<file path="src/rtl/hcmd_pkg.sv">
// Shared constants, codes and types for the header-code message decoder.
package hcmd_pkg;

	localparam int LENGTH_BITS_DEF = 3;
	localparam int TABLE_DEPTH_DEF = 256;

	localparam int CMD_W  = 2;
	localparam int KIND_W = 2;
	localparam int BYTE_W = 8;

	localparam logic [CMD_W-1:0] CMD_LOAD    = 2'd0;
	localparam logic [CMD_W-1:0] CMD_BIT     = 2'd1;
	localparam logic [CMD_W-1:0] CMD_RESTART = 2'd2;

	localparam logic [KIND_W-1:0] KIND_CHAR  = 2'd0;
	localparam logic [KIND_W-1:0] KIND_END   = 2'd1;
	localparam logic [KIND_W-1:0] KIND_RANGE = 2'd2;

	localparam logic [BYTE_W-1:0] HEADER_SIZE_RST = 8'd247;

	typedef logic [BYTE_W-1:0] byte_t;
	typedef logic [KIND_W-1:0] kind_t;

	// Result of one parsed code bit.
	typedef struct packed {
		logic  fire;  // this bit closes a field that yields a result
		kind_t kind;
	} hcmd_res_t;

endpackage

</file>
<file path="src/rtl/hcmd_table.sv">
// Header character memory: one write port, one registered read port.
module hcmd_table #(
	parameter int AW = 8
) (
	input  logic               clk,
	input  logic               we,
	input  logic [AW-1:0]      waddr,
	input  hcmd_pkg::byte_t    wdata,
	input  logic               re,
	input  logic [AW-1:0]      raddr,
	output hcmd_pkg::byte_t    rdata
);
	import hcmd_pkg::*;

	byte_t mem [2**AW];
	byte_t rdata_s1;

	always_ff @(posedge clk) begin
		if (we) begin
			mem[waddr] <= wdata;
		end
	end

	always_ff @(posedge clk) begin
		if (re) begin
			rdata_s1 <= mem[raddr];
		end
	end

	assign rdata = rdata_s1;

endmodule

</file>
<file path="src/rtl/hcmd_parser.sv">
// Bit-serial segment parser: length fields, keys and header entry index.
module hcmd_parser #(
	parameter int LENGTH_BITS = hcmd_pkg::LENGTH_BITS_DEF,
	parameter int TABLE_DEPTH = hcmd_pkg::TABLE_DEPTH_DEF,
	parameter int AW          = $clog2(TABLE_DEPTH)
) (
	input  logic                  clk,
	input  logic                  arst_n,
	input  logic                  step,
	input  logic                  restart,
	input  logic                  code_bit,
	input  hcmd_pkg::byte_t       header_size,
	output hcmd_pkg::hcmd_res_t   res,
	output logic [AW-1:0]         addr
);
	import hcmd_pkg::*;

	localparam int CW  = LENGTH_BITS;              // bit counter / key length
	localparam int EW  = (1 << LENGTH_BITS) - 1;   // longest key
	localparam int XA  = (EW + 1 > AW + 1) ? EW + 1 : AW + 1;
	localparam int XW  = (XA > BYTE_W + 1) ? XA : BYTE_W + 1;
	localparam logic [CW-1:0] LEN_CNT = CW'(LENGTH_BITS);

	logic          reading_key_q;
	logic [CW-1:0] bit_count_q;
	logic [EW-1:0] bit_shift_q;
	logic [CW-1:0] key_length_q;

	logic [CW-1:0] count_n;
	logic [EW-1:0] shift_n;
	logic [CW-1:0] len_field;
	logic [EW:0]   one_sh;
	logic [EW-1:0] ones;
	logic [EW-1:0] key_val;
	logic [EW:0]   entry;
	logic [XW-1:0] entry_x;
	logic          in_range;
	logic          len_done;
	logic          key_done;

	always_comb begin
		count_n   = bit_count_q + CW'(1);
		shift_n   = {bit_shift_q[EW-2:0], code_bit};
		len_field = shift_n[CW-1:0];
		len_done  = !reading_key_q && (count_n == LEN_CNT);
		key_done  = reading_key_q && (count_n == key_length_q);
		one_sh    = (EW+1)'(1) << key_length_q;
		ones      = EW'(one_sh - (EW+1)'(1));
		key_val   = shift_n & ones;
		// keys of length L start at 2^L - L - 1
		entry     = {1'b0, ones} - (EW+1)'(key_length_q) + {1'b0, key_val};
		entry_x   = XW'(entry);
		in_range  = (entry_x < XW'(header_size)) && (entry_x < XW'(TABLE_DEPTH));
		addr      = entry_x[AW-1:0];
	end

	always_comb begin
		res.fire = 1'b0;
		res.kind = KIND_CHAR;
		if (step) begin
			if (len_done && len_field == '0) begin
				res.fire = 1'b1;
				res.kind = KIND_END;
			end else if (key_done && key_val != ones) begin
				res.fire = 1'b1;
				res.kind = in_range ? KIND_CHAR : KIND_RANGE;
			end
		end
	end

	always_ff @(posedge clk or negedge arst_n) begin
		if (!arst_n) begin
			reading_key_q <= 1'b0;
			bit_count_q   <= '0;
			bit_shift_q   <= '0;
			key_length_q  <= '0;
		end else if (restart) begin
			reading_key_q <= 1'b0;
			bit_count_q   <= '0;
			bit_shift_q   <= '0;
			key_length_q  <= '0;
		end else if (step) begin
			if (len_done) begin
				bit_count_q   <= '0;
				bit_shift_q   <= '0;
				key_length_q  <= len_field;
				reading_key_q <= (len_field != '0);
			end else if (key_done) begin
				bit_count_q <= '0;
				bit_shift_q <= '0;
				if (key_val == ones) begin
					// all-ones key closes the segment
					reading_key_q <= 1'b0;
					key_length_q  <= '0;
				end
			end else begin
				bit_count_q <= count_n;
				bit_shift_q <= shift_n;
			end
		end
	end

endmodule

</file>
<file path="src/rtl/header_code_message_decoder_core.sv">
// Top level of the header-code message decoder: handshakes, read pipeline, output register.
//
//  channel | signals                                         | dir
//  --------+-------------------------------------------------+-----
//  in      | in_valid, in_ready, command, entry_index,       | in
//          | entry_char, code_bit                            |
//  out     | out_valid, out_ready, kind, out_char            | out
//  cfg     | cfg_valid, cfg_ready, cfg_data (header_size)    | in
//
// One request is taken per cycle while in_ready is high; a result reaches the outputs
// through the table read in stage 1 and then the output register in stage 2.
// Throughput: one load or one lookup per cycle while in_ready is high.
// Reset clears the parser, the pipeline valids and header_size (to 247);
// the table itself holds garbage until loaded and gets no clearing pass.
// A stalled output holds stage 1 and its read data; in_ready drops only when
// both stage 1 and the output register hold results.
// TABLE_DEPTH must be a power of two: load indices wrap by dropping high bits.
module header_code_message_decoder_core #(
	parameter int LENGTH_BITS = hcmd_pkg::LENGTH_BITS_DEF,
	parameter int TABLE_DEPTH = hcmd_pkg::TABLE_DEPTH_DEF
) (
	input  logic                              clk,
	input  logic                              arst_n,
	// input requests
	input  logic                              in_valid,
	output logic                              in_ready,
	input  logic [hcmd_pkg::CMD_W-1:0]        command,
	input  hcmd_pkg::byte_t                   entry_index,
	input  hcmd_pkg::byte_t                   entry_char,
	input  logic                              code_bit,
	// results
	output logic                              out_valid,
	input  logic                              out_ready,
	output hcmd_pkg::kind_t                   kind,
	output hcmd_pkg::byte_t                   out_char,
	// header_size register write
	input  logic                              cfg_valid,
	output logic                              cfg_ready,
	input  hcmd_pkg::byte_t                   cfg_data
);
	import hcmd_pkg::*;

	localparam int AW = $clog2(TABLE_DEPTH);

	byte_t         header_size_q;
	logic          in_acc;
	logic          do_load;
	logic          do_bit;
	logic          do_restart;
	hcmd_res_t     res;
	logic [AW-1:0] rd_addr;
	logic          rd_en;
	byte_t         rdata;

	// stage 1: table read in flight
	logic          v_s1;
	kind_t         kind_s1;
	// stage 2: output register
	logic          out_valid_q;
	kind_t         kind_q;
	byte_t         out_char_q;

	logic          out_adv;
	logic          s1_free;

	assign out_adv = !out_valid_q || out_ready;
	assign s1_free = !v_s1 || out_adv;
	assign in_ready = s1_free;
	assign in_acc   = in_valid && in_ready;

	assign do_load    = in_acc && (command == CMD_LOAD);
	assign do_bit     = in_acc && (command == CMD_BIT);
	assign do_restart = in_acc && (command == CMD_RESTART);

	// config register: always ready; the user must write it only while idle, which the block does not enforce
	assign cfg_ready = 1'b1;

	always_ff @(posedge clk or negedge arst_n) begin
		if (!arst_n) begin
			header_size_q <= HEADER_SIZE_RST;
		end else if (cfg_valid && cfg_ready) begin
			header_size_q <= cfg_data;
		end
	end

	hcmd_parser #(
		.LENGTH_BITS (LENGTH_BITS),
		.TABLE_DEPTH (TABLE_DEPTH),
		.AW          (AW)
	) u_parser (
		.clk         (clk),
		.arst_n      (arst_n),
		.step        (do_bit),
		.restart     (do_restart),
		.code_bit    (code_bit),
		.header_size (header_size_q),
		.res         (res),
		.addr        (rd_addr)
	);

	// read only for in-range keys so a held result keeps its data
	assign rd_en = res.fire && (res.kind == KIND_CHAR);

	hcmd_table #(
		.AW (AW)
	) u_table (
		.clk   (clk),
		.we    (do_load),
		.waddr (AW'(entry_index)),
		.wdata (entry_char),
		.re    (rd_en),
		.raddr (rd_addr),
		.rdata (rdata)
	);

	always_ff @(posedge clk or negedge arst_n) begin
		if (!arst_n) begin
			v_s1 <= 1'b0;
		end else if (res.fire) begin
			v_s1 <= 1'b1;
		end else if (out_adv) begin
			v_s1 <= 1'b0;
		end
	end

	always_ff @(posedge clk) begin
		if (res.fire) begin
			kind_s1 <= res.kind;
		end
	end

	always_ff @(posedge clk or negedge arst_n) begin
		if (!arst_n) begin
			out_valid_q <= 1'b0;
		end else if (out_adv) begin
			out_valid_q <= v_s1;
		end
	end

	always_ff @(posedge clk) begin
		if (out_adv && v_s1) begin
			kind_q     <= kind_s1;
			out_char_q <= (kind_s1 == KIND_CHAR) ? rdata : '0;
		end
	end

	assign out_valid = out_valid_q;
	assign kind      = kind_q;
	assign out_char  = out_char_q;

	a_char_zero: assert property (@(posedge clk) disable iff (!arst_n)
		out_valid_q && kind_q != KIND_CHAR |-> out_char_q == '0)
		else $error("non-character result carries a character");

	a_s1_hold: assert property (@(posedge clk) disable iff (!arst_n)
		v_s1 && !out_adv |=> v_s1 && $stable(kind_s1) && $stable(rdata))
		else $error("stalled lookup lost its data");

	a_ready_full: assert property (@(posedge clk) disable iff (!arst_n)
		!in_ready |-> v_s1 && out_valid_q)
		else $error("input stalled with free pipeline space");

	a_s1_moves: assert property (@(posedge clk) disable iff (!arst_n)
		v_s1 && out_adv |=> out_valid_q)
		else $error("lookup result dropped on its way to output");

endmodule
</file>
<file path="config.mk">
export PLATFORM = sky130hd
export DESIGN_NAME = header_code_message_decoder_core
export DESIGN_NICKNAME = d
export VERILOG_FILES = /design/src/rtl/hcmd_pkg.sv /design/src/rtl/hcmd_table.sv /design/src/rtl/hcmd_parser.sv /design/src/rtl/header_code_message_decoder_core.sv
export SDC_FILE = /design/constraint.sdc
export NUM_CORES = 2
export LEC_CHECK = 0
export BUFFER_PORTS_ARGS = -buffer_cell sky130_fd_sc_hd__clkbuf_2
export CAP_MARGIN = 25
export CORE_UTILIZATION = 45
export DETAILED_ROUTE_END_ITERATION = 10
export GPL_TIMING_DRIVEN = 0
export PLACE_DENSITY_LB_ADDON = 0.08
export SLEW_MARGIN = 10
export SYNTH_ARGS = -nofsm -noshare
export SYNTH_HDL_FRONTEND = slang
export SYNTH_SLANG_ARGS = --single-unit
</file>
<file path="constraint.sdc">
create_clock -name clk -period 8.9 [get_ports clk]
set_clock_uncertainty 0.05 [all_clocks]
set_input_delay 0.89 -clock clk [delete_from_list [all_inputs] [get_ports clk]]
set_output_delay 0.89 -clock clk [all_outputs]
set_load 0.1 [all_outputs]
</file>
* Word level (Yosys, flattened, before mapping)
Memory sizes are Yosys's and may differ from the RTL's. A register that Yosys moved wholly into a read port is not among the register bits.
Cells that the tools add are included.
** Operators by class
- $add $sub $neg :: 4
- $lt $le $gt $ge :: 1
- Equal/unequal tests :: 6
- Shifts and indexed selects :: 1
- Multiplexer cells :: 26
- Bitwise operators :: 1
- Reductions and logical operators :: 25
** Operator list (count)
- two-way mux 3 bit :: 12
- two-way mux 6 bit :: 4
- logical AND 1 bit :: 10
- two-way mux 1 bit :: 9
- nonzero test 3 bit :: 3
- adder 8 x 7 -> 8 bit :: 1
- less-than comparator 8 bit :: 1
- subtractor 7 x 3 -> 8 bit :: 1
- AND 7 bit :: 1
- == test 7 bit :: 1
- != test 7 bit :: 1
- << shifter 1 x 3 -> 7 bit (first input constant) :: 1
- subtractor 7 x 1 -> 7 bit (second input constant) :: 1
- logical NOT 2 bit :: 3
- nonzero test 2 bit :: 2
- adder 3 x 1 -> 3 bit (second input constant) :: 1
- == test 3 x 2 -> 1 bit (second input constant) :: 1
- == test 3 bit :: 1
- logical NOT 1 bit :: 3
- logical NOT 3 bit :: 1
- AND reduction 3 bit :: 1
- == test 2 x 1 -> 1 bit (second input constant) :: 1
- == test 2 bit (second input constant) :: 1
- logical OR 1 bit :: 2
- two-way mux 2 bit :: 1
** Storage, ports and cells
- Register bits after elaboration :: 35
- RAM bits :: 2048
- Bits of input ports :: 32
- Word-level logic and storage cells :: 75
- Memories kept :: 1
** Memory list
- u_table.mem :: words 256, bits a word 8, read ports 1, clocked after memory_dff 1, write ports 1, RTL line hcmd_table.sv:15 : byte_t mem [2**AW];

* Logic depth before layout (Yosys ltp)
- Depth in word-level cells :: 11
- Depth in mapped cells :: 23

* Hierarchy
A second synthesis with hierarchy kept.
** Second synthesis, totals
- Cell total of the unflattened synthesis :: 3945
- Area, all modules :: 81958.6 um^2
** By module, submodules not included
- hcmd_table :: instances 1, cells an instance 3733, area each 79636.4 um^2, sequential area each 61739.2 um^2
- hcmd_parser :: instances 1, cells an instance 160, area each 1423.9 um^2, sequential area each 325.3 um^2
- header_code_message_decoder_core :: instances 1, cells an instance 52, area each 898.4 um^2, sequential area each 619.3 um^2

* Worst setup path after synthesis
No wires, ideal clock.
- Path type :: flip-flop to flip-flop
- From :: register u_parser.key_length_q[1]
- To :: register u_table.rdata_s1[0] (netlist: u_table.rdata[0]), read port of u_table.mem (enable)
- Arrival :: 5.094 ns
- Slack :: 3.385 ns
- Cell stages (with the launch flop) :: 22
- Path buffers :: 6
- Cells stage by stage :: dfrtp_1 > clkbuf_1 > nor3_1 > inv_1 > ha_1 > nand2b_1 > fa_1 > fa_1 > buf_2 > buf_2 > buf_2 > buf_1 > buf_2 > inv_1 > ha_1 > a21o_1 > a21o_1 > a21o_1 > a21o_1 > a21oi_1 > o21ai_0 > nor2_1
** Between the ends
- Cells in the longest elaborated chain, start to end :: 11
** Ends and longest elaborated chain
- start: declaration :: RTL line hcmd_parser.sv:27 : logic [CW-1:0] key_length_q;
- start signal: assignment :: RTL line hcmd_parser.sv:86 : key_length_q <= len_field;
- << shifter 1 x 3 -> 7 bit :: RTL line hcmd_parser.sv:47 : one_sh = (EW+1)'(1) << key_length_q;
- subtractor 7 x 1 -> 7 bit :: RTL line hcmd_parser.sv:48 : ones = EW'(one_sh - (EW+1)'(1));
- subtractor 7 x 3 -> 8 bit or AND 7 bit (tied branches) :: RTL line hcmd_parser.sv:51, hcmd_parser.sv:49
- adder 8 x 7 -> 8 bit :: RTL line hcmd_parser.sv:51 : entry = {1'b0, ones} - (EW+1)'(key_length_q) + {1'b0, key_val};
- less-than comparator 8 bit :: RTL line hcmd_parser.sv:53 : in_range = (entry_x < XW'(header_size)) && (entry_x < XW'(TABLE_DEPTH));
- two-way mux 2 bit :: RTL line hcmd_parser.sv:66 : res.kind = in_range ? KIND_CHAR : KIND_RANGE;
- two-way mux 3 bit (*) :: RTL line hcmd_parser.sv:64 : end else if (key_done && key_val != ones) begin
- two-way mux 3 bit (*) :: RTL line hcmd_parser.sv:61 : if (len_done && len_field == '0) begin
- two-way mux 3 bit (*) :: RTL line hcmd_parser.sv:60 : if (step) begin
- logical NOT 2 bit :: RTL line header_code_message_decoder_core.sv:102 : assign rd_en = res.fire && (res.kind == KIND_CHAR);
- logical AND 1 bit (*) :: RTL line header_code_message_decoder_core.sv:102
- via rd_en :: RTL line header_code_message_decoder_core.sv:52 : logic rd_en;
- end: declaration :: RTL line hcmd_table.sv:16 : byte_t rdata_s1;
The timed path passes the listed nets; every way through them passes the cells marked *.
A chain may end at the register's enable or synchronous reset.

* Worst setup path in the final report
- From :: register u_parser.key_length_q[0]
- To :: register u_table.rdata_s1[6] (netlist: u_table.rdata[6]), read port of u_table.mem (enable)
Same word-level chain as after synthesis.

==> impl_metrics.yaml <==
outcome:
  result_of_the_run: "finished clean"
clock_network:
  tritoncts: "built"
  htree_num_levels: 4
  tritoncts_sink_count: 2091
  ctsLongestPathBuffers: 3
  cts.repair.resized: 0
  cts.hold.buffers_added: 1
  cts.reportedPaths.clkPinSlew_ps: 60
  tritoncts.num_buffers: 214
  worstSkewPairLatency_ps: 850
  cts_root_buffer: "clkbuf_16"
  postCtsSetupBuffers: 0
drt:
  routed-via-count: 41200
  drt-total-wl_um: 233000
  vias_per_cell: 6.03
  route.detailed.drc: 0
  drtIter0Drc: 4829
  final_antenna_net_count: 0
  drt_first_pass_iters: 5
  wl_per_cell_um: 34.1
flow_run:
  drv.max_cap_violation_count: 0
sta:
  worst_slew_margin_relative_to_its_limit_pct: 24.6
  finalCriticalPeriod_ps: 8130
  grt_setup_unrepaired: "no"
  min_period_over_period_pct: 91.3
  setup_viol: 0
  worst_slew_pin_slew_ps: 1130
  setup-tns-final_ps: 0
  slew_violations: 0
  timing_hold_violations_final: 0
  max_clock_freq_ghz: 0.123
floorplan:
  rows: 156
  die-area_mm2: 0.185
  floorplan.die.width_um: 430
  floorplan.initialDensity_pct: 45.4
  die_height_um: 430
  core-area_mm2: 0.181
  top_level_ports: 45
setup_path:
  worst_path_max_delay_cell: "buf_2"
  critPathBufInv: 8
  path_delay_family: "buffers and inverters"
  cp.arrival_ps: 8560
  critPathCaptureType: "flip-flop"
  critical_path.cell_chain: "clkbuf_1 -> nor3_1 -> inv_1 -> ha_1 -> nand2b_1 -> fa_1 -> fa_1 -> buf_2 -> buf_2 -> buf_2 -> buf_1 -> buf_2 -> inv_1 -> ha_1 -> a21o_1 -> a21o_1 -> a21o_1 -> a21o_1 -> a21oi_1 -> o21ai_0 -> nor2_1"
  startpoint_type: "flip-flop"
  timing.setup.critical_path_class: "flip-flop to flip-flop"
  worstPathMaxFanout: 10
  critical-path-max-stage-delay_ps: 730
  crit_required_ps: 9340
grt:
  pin_count_of_the_biggest_net_entering_global_routing: 117
  track_usage_pct: 25.3
  first_global_vias: 41700
  total_grt_overflow: 0
  global_route_wire_length_before_repair_um: 325000
  antenna_found_initial: 20
synth:
  synthesis.area_mm2: 0.0824
  postSynth.topFlopCell: "edfxtp_1"
  post_synth_num_cell_types: 58
  netlist_top_cells_area: "edfxtp_1 (75%), mux4_2 (14%), nor2_1 (1.3%)"
  fraction_of_registers_with_async_set_reset_pct: 1.10
  synth-seq-cells: 2091
  yosysWarningCount: 0
  synthesis.instances: 3974
  synth-edff-count: 2068
  synth.top_cell.area_share_pct: 75.4
  synth.largest_area_cell: "edfxtp_1"
  avgSynthCellArea_um2: 20.7
  synth_fp_nets: 4027
  ys_seq_area_share_pct: 76.1
place:
  hpwlAfterDp_um: 155000
  gp_congestion: 0.864
  portBuffers: 43
  dpl.cell_count: 6432
finish:
  design.final.nets: 4335
  flow.area_growth_from_synthesis_pct: 13.2
  layout_cells_sized_above_1_pct: 24.4
  fin_cells: 6834
hold_path:
  holdCritPathClass: "input port to flip-flop"
==> flip-flops by register name (all words and copies together), names as in the netlist, 2 cells and up <==
register / flops
u_table.mem: 2048
u_parser.bit_shift_q: 6
u_parser.bit_count_q: 3
out_char: 8
kind: 2
u_parser.key_length_q: 3
header_size_q: 8
u_table.rdata: 8
kind_s1: 2
==> layout make-up <==
| cell class | instances | area [um2] |
|---|---|---|
| inverter | 30 | 113 |
| sequential | 2091 | 62700 |
| multi-input combinational | 1618 | 18400 |
| clock buffer | 263 | 5580 |
| fill | 14400 | 88100 |
| buffer | 235 | 1210 |
| clock inverter | 128 | 1030 |
| antenna | 7 | 17.5 |
| timing repair buffer | 92 | 1220 |
| tap | 2370 | 2970 |
==> metal layers <==
| layer | vias up | track usage, % | share of wire [%] |
|---|---|---|---|
| li1 | 17100 | - | - |
| met1 | 22200 | 36.4 | 42 |
| met2 | 1581 | 40.4 | 48 |
| met3 | 314 | 4.42 | 7.3 |
| met4 | 8 | 6.57 | 2.5 |
| met5 | - | 0 | 0.025 |
==> stage by stage <==
step | hold WS (ps) | cell area [um2] | setup WS, ps | utilization, %
floorplan | 377 | 82400 | 3390 | -
global placement | 415 | 85600 | 674 | 47.2
detailed placement | 434 | 86600 | 809 | 47.7
CTS | 155 | 93200 | 789 | 51.4
global route | 198 | 93200 | 495 | 51.4
finish | 212 | 93200 | 774 | 51.4
==> cell usage after synthesis (all sizes together), types with 19 or more instances <==
master  count
o21ai      19
mux4      528
a211oi     26
nand4      42
nor2      292
mux2i      83
a31oi      32
clkbuf    120
a22oi      25
nand2     115
inv        30
nand3     114
mux2       49
and3       67
nor3       51
edfxtp   2068
buf       115
and2       33
==> layout by cell type (no fill, tap or decap), types with 17 or more instances in the layout <==
cell type | Yosys | final
edfxtp_1 | 2068 | 2068
mux4_2 | 521 | 521
nor2_1 | 290 | 290
clkbuf_16 | 0 | 216
clkbuf_1 | 120 | 150
nand2_1 | 115 | 115
nand3_1 | 114 | 114
mux2i_1 | 83 | 83
buf_2 | 73 | 74
and3_1 | 67 | 67
clkinv_1 | 0 | 60
clkbuf_2 | 0 | 52
nor3_1 | 51 | 50
mux2_2 | 49 | 49
nand4_1 | 42 | 42
clkinv_2 | 0 | 40
a31oi_1 | 32 | 32
and2_1 | 30 | 30
inv_1 | 28 | 28
buf_4 | 18 | 26
a22oi_1 | 25 | 25
a211oi_1 | 25 | 25
buf_16 | 0 | 19
o21ai_0 | 18 | 18
ha_1 | 18 | 18
nor4_1 | 17 | 17
o22ai_1 | 17 | 17
==> tightest hold or removal path, stage by stage <==
cell and delay [ps]:
clkbuf_2 80, nand2_1 40, o21ai_0 70
==> worst paths after layout <==
kind | startpoint | to | slack, ps | cells after the start
worst max-delay path | u_parser.key_length_q[0]$_DFFE_PN0P_ | u_table.rdata[6]$_DFFE_PP_ | 770 | 21
worst min register to register | v_s1$_DFFE_PN0P_ | out_valid$_DFFE_PN0P_ | 450 | 1
min in group asynchronous | arst_n | v_s1$_DFFE_PN0P_ | 540 | 2
worst max register to register | u_parser.key_length_q[0]$_DFFE_PN0P_ | u_table.rdata[6]$_DFFE_PP_ | 770 | 21
max in group asynchronous | arst_n | u_parser.bit_count_q[1]$_DFFE_PN0P_ | 7860 | 2
worst min-delay path | cfg_data[3] | header_size_q[3]$_DFFE_PN0P_ | 210 | 3
==> cells by family (layout without fill, tap and decap cells) <==
group	Yosys count	count (layout)	share of synthesized area, %
adders and majority gates	21	21	0.346
DFF	2091	2091	76.1
xor gates and xnor gates	11	11	0.117
muxes	660	660	16.1
AOI/OAI and AO/OA	155	155	1.31
buffers and inverters	265	748	1.59
other	1	8	0.00455
and+or+nand+nor	770	770	4.40
Power is left out: the tool's default activity adds up to more than one toggle a clock period on the data nets, which glitch-free logic cannot reach.
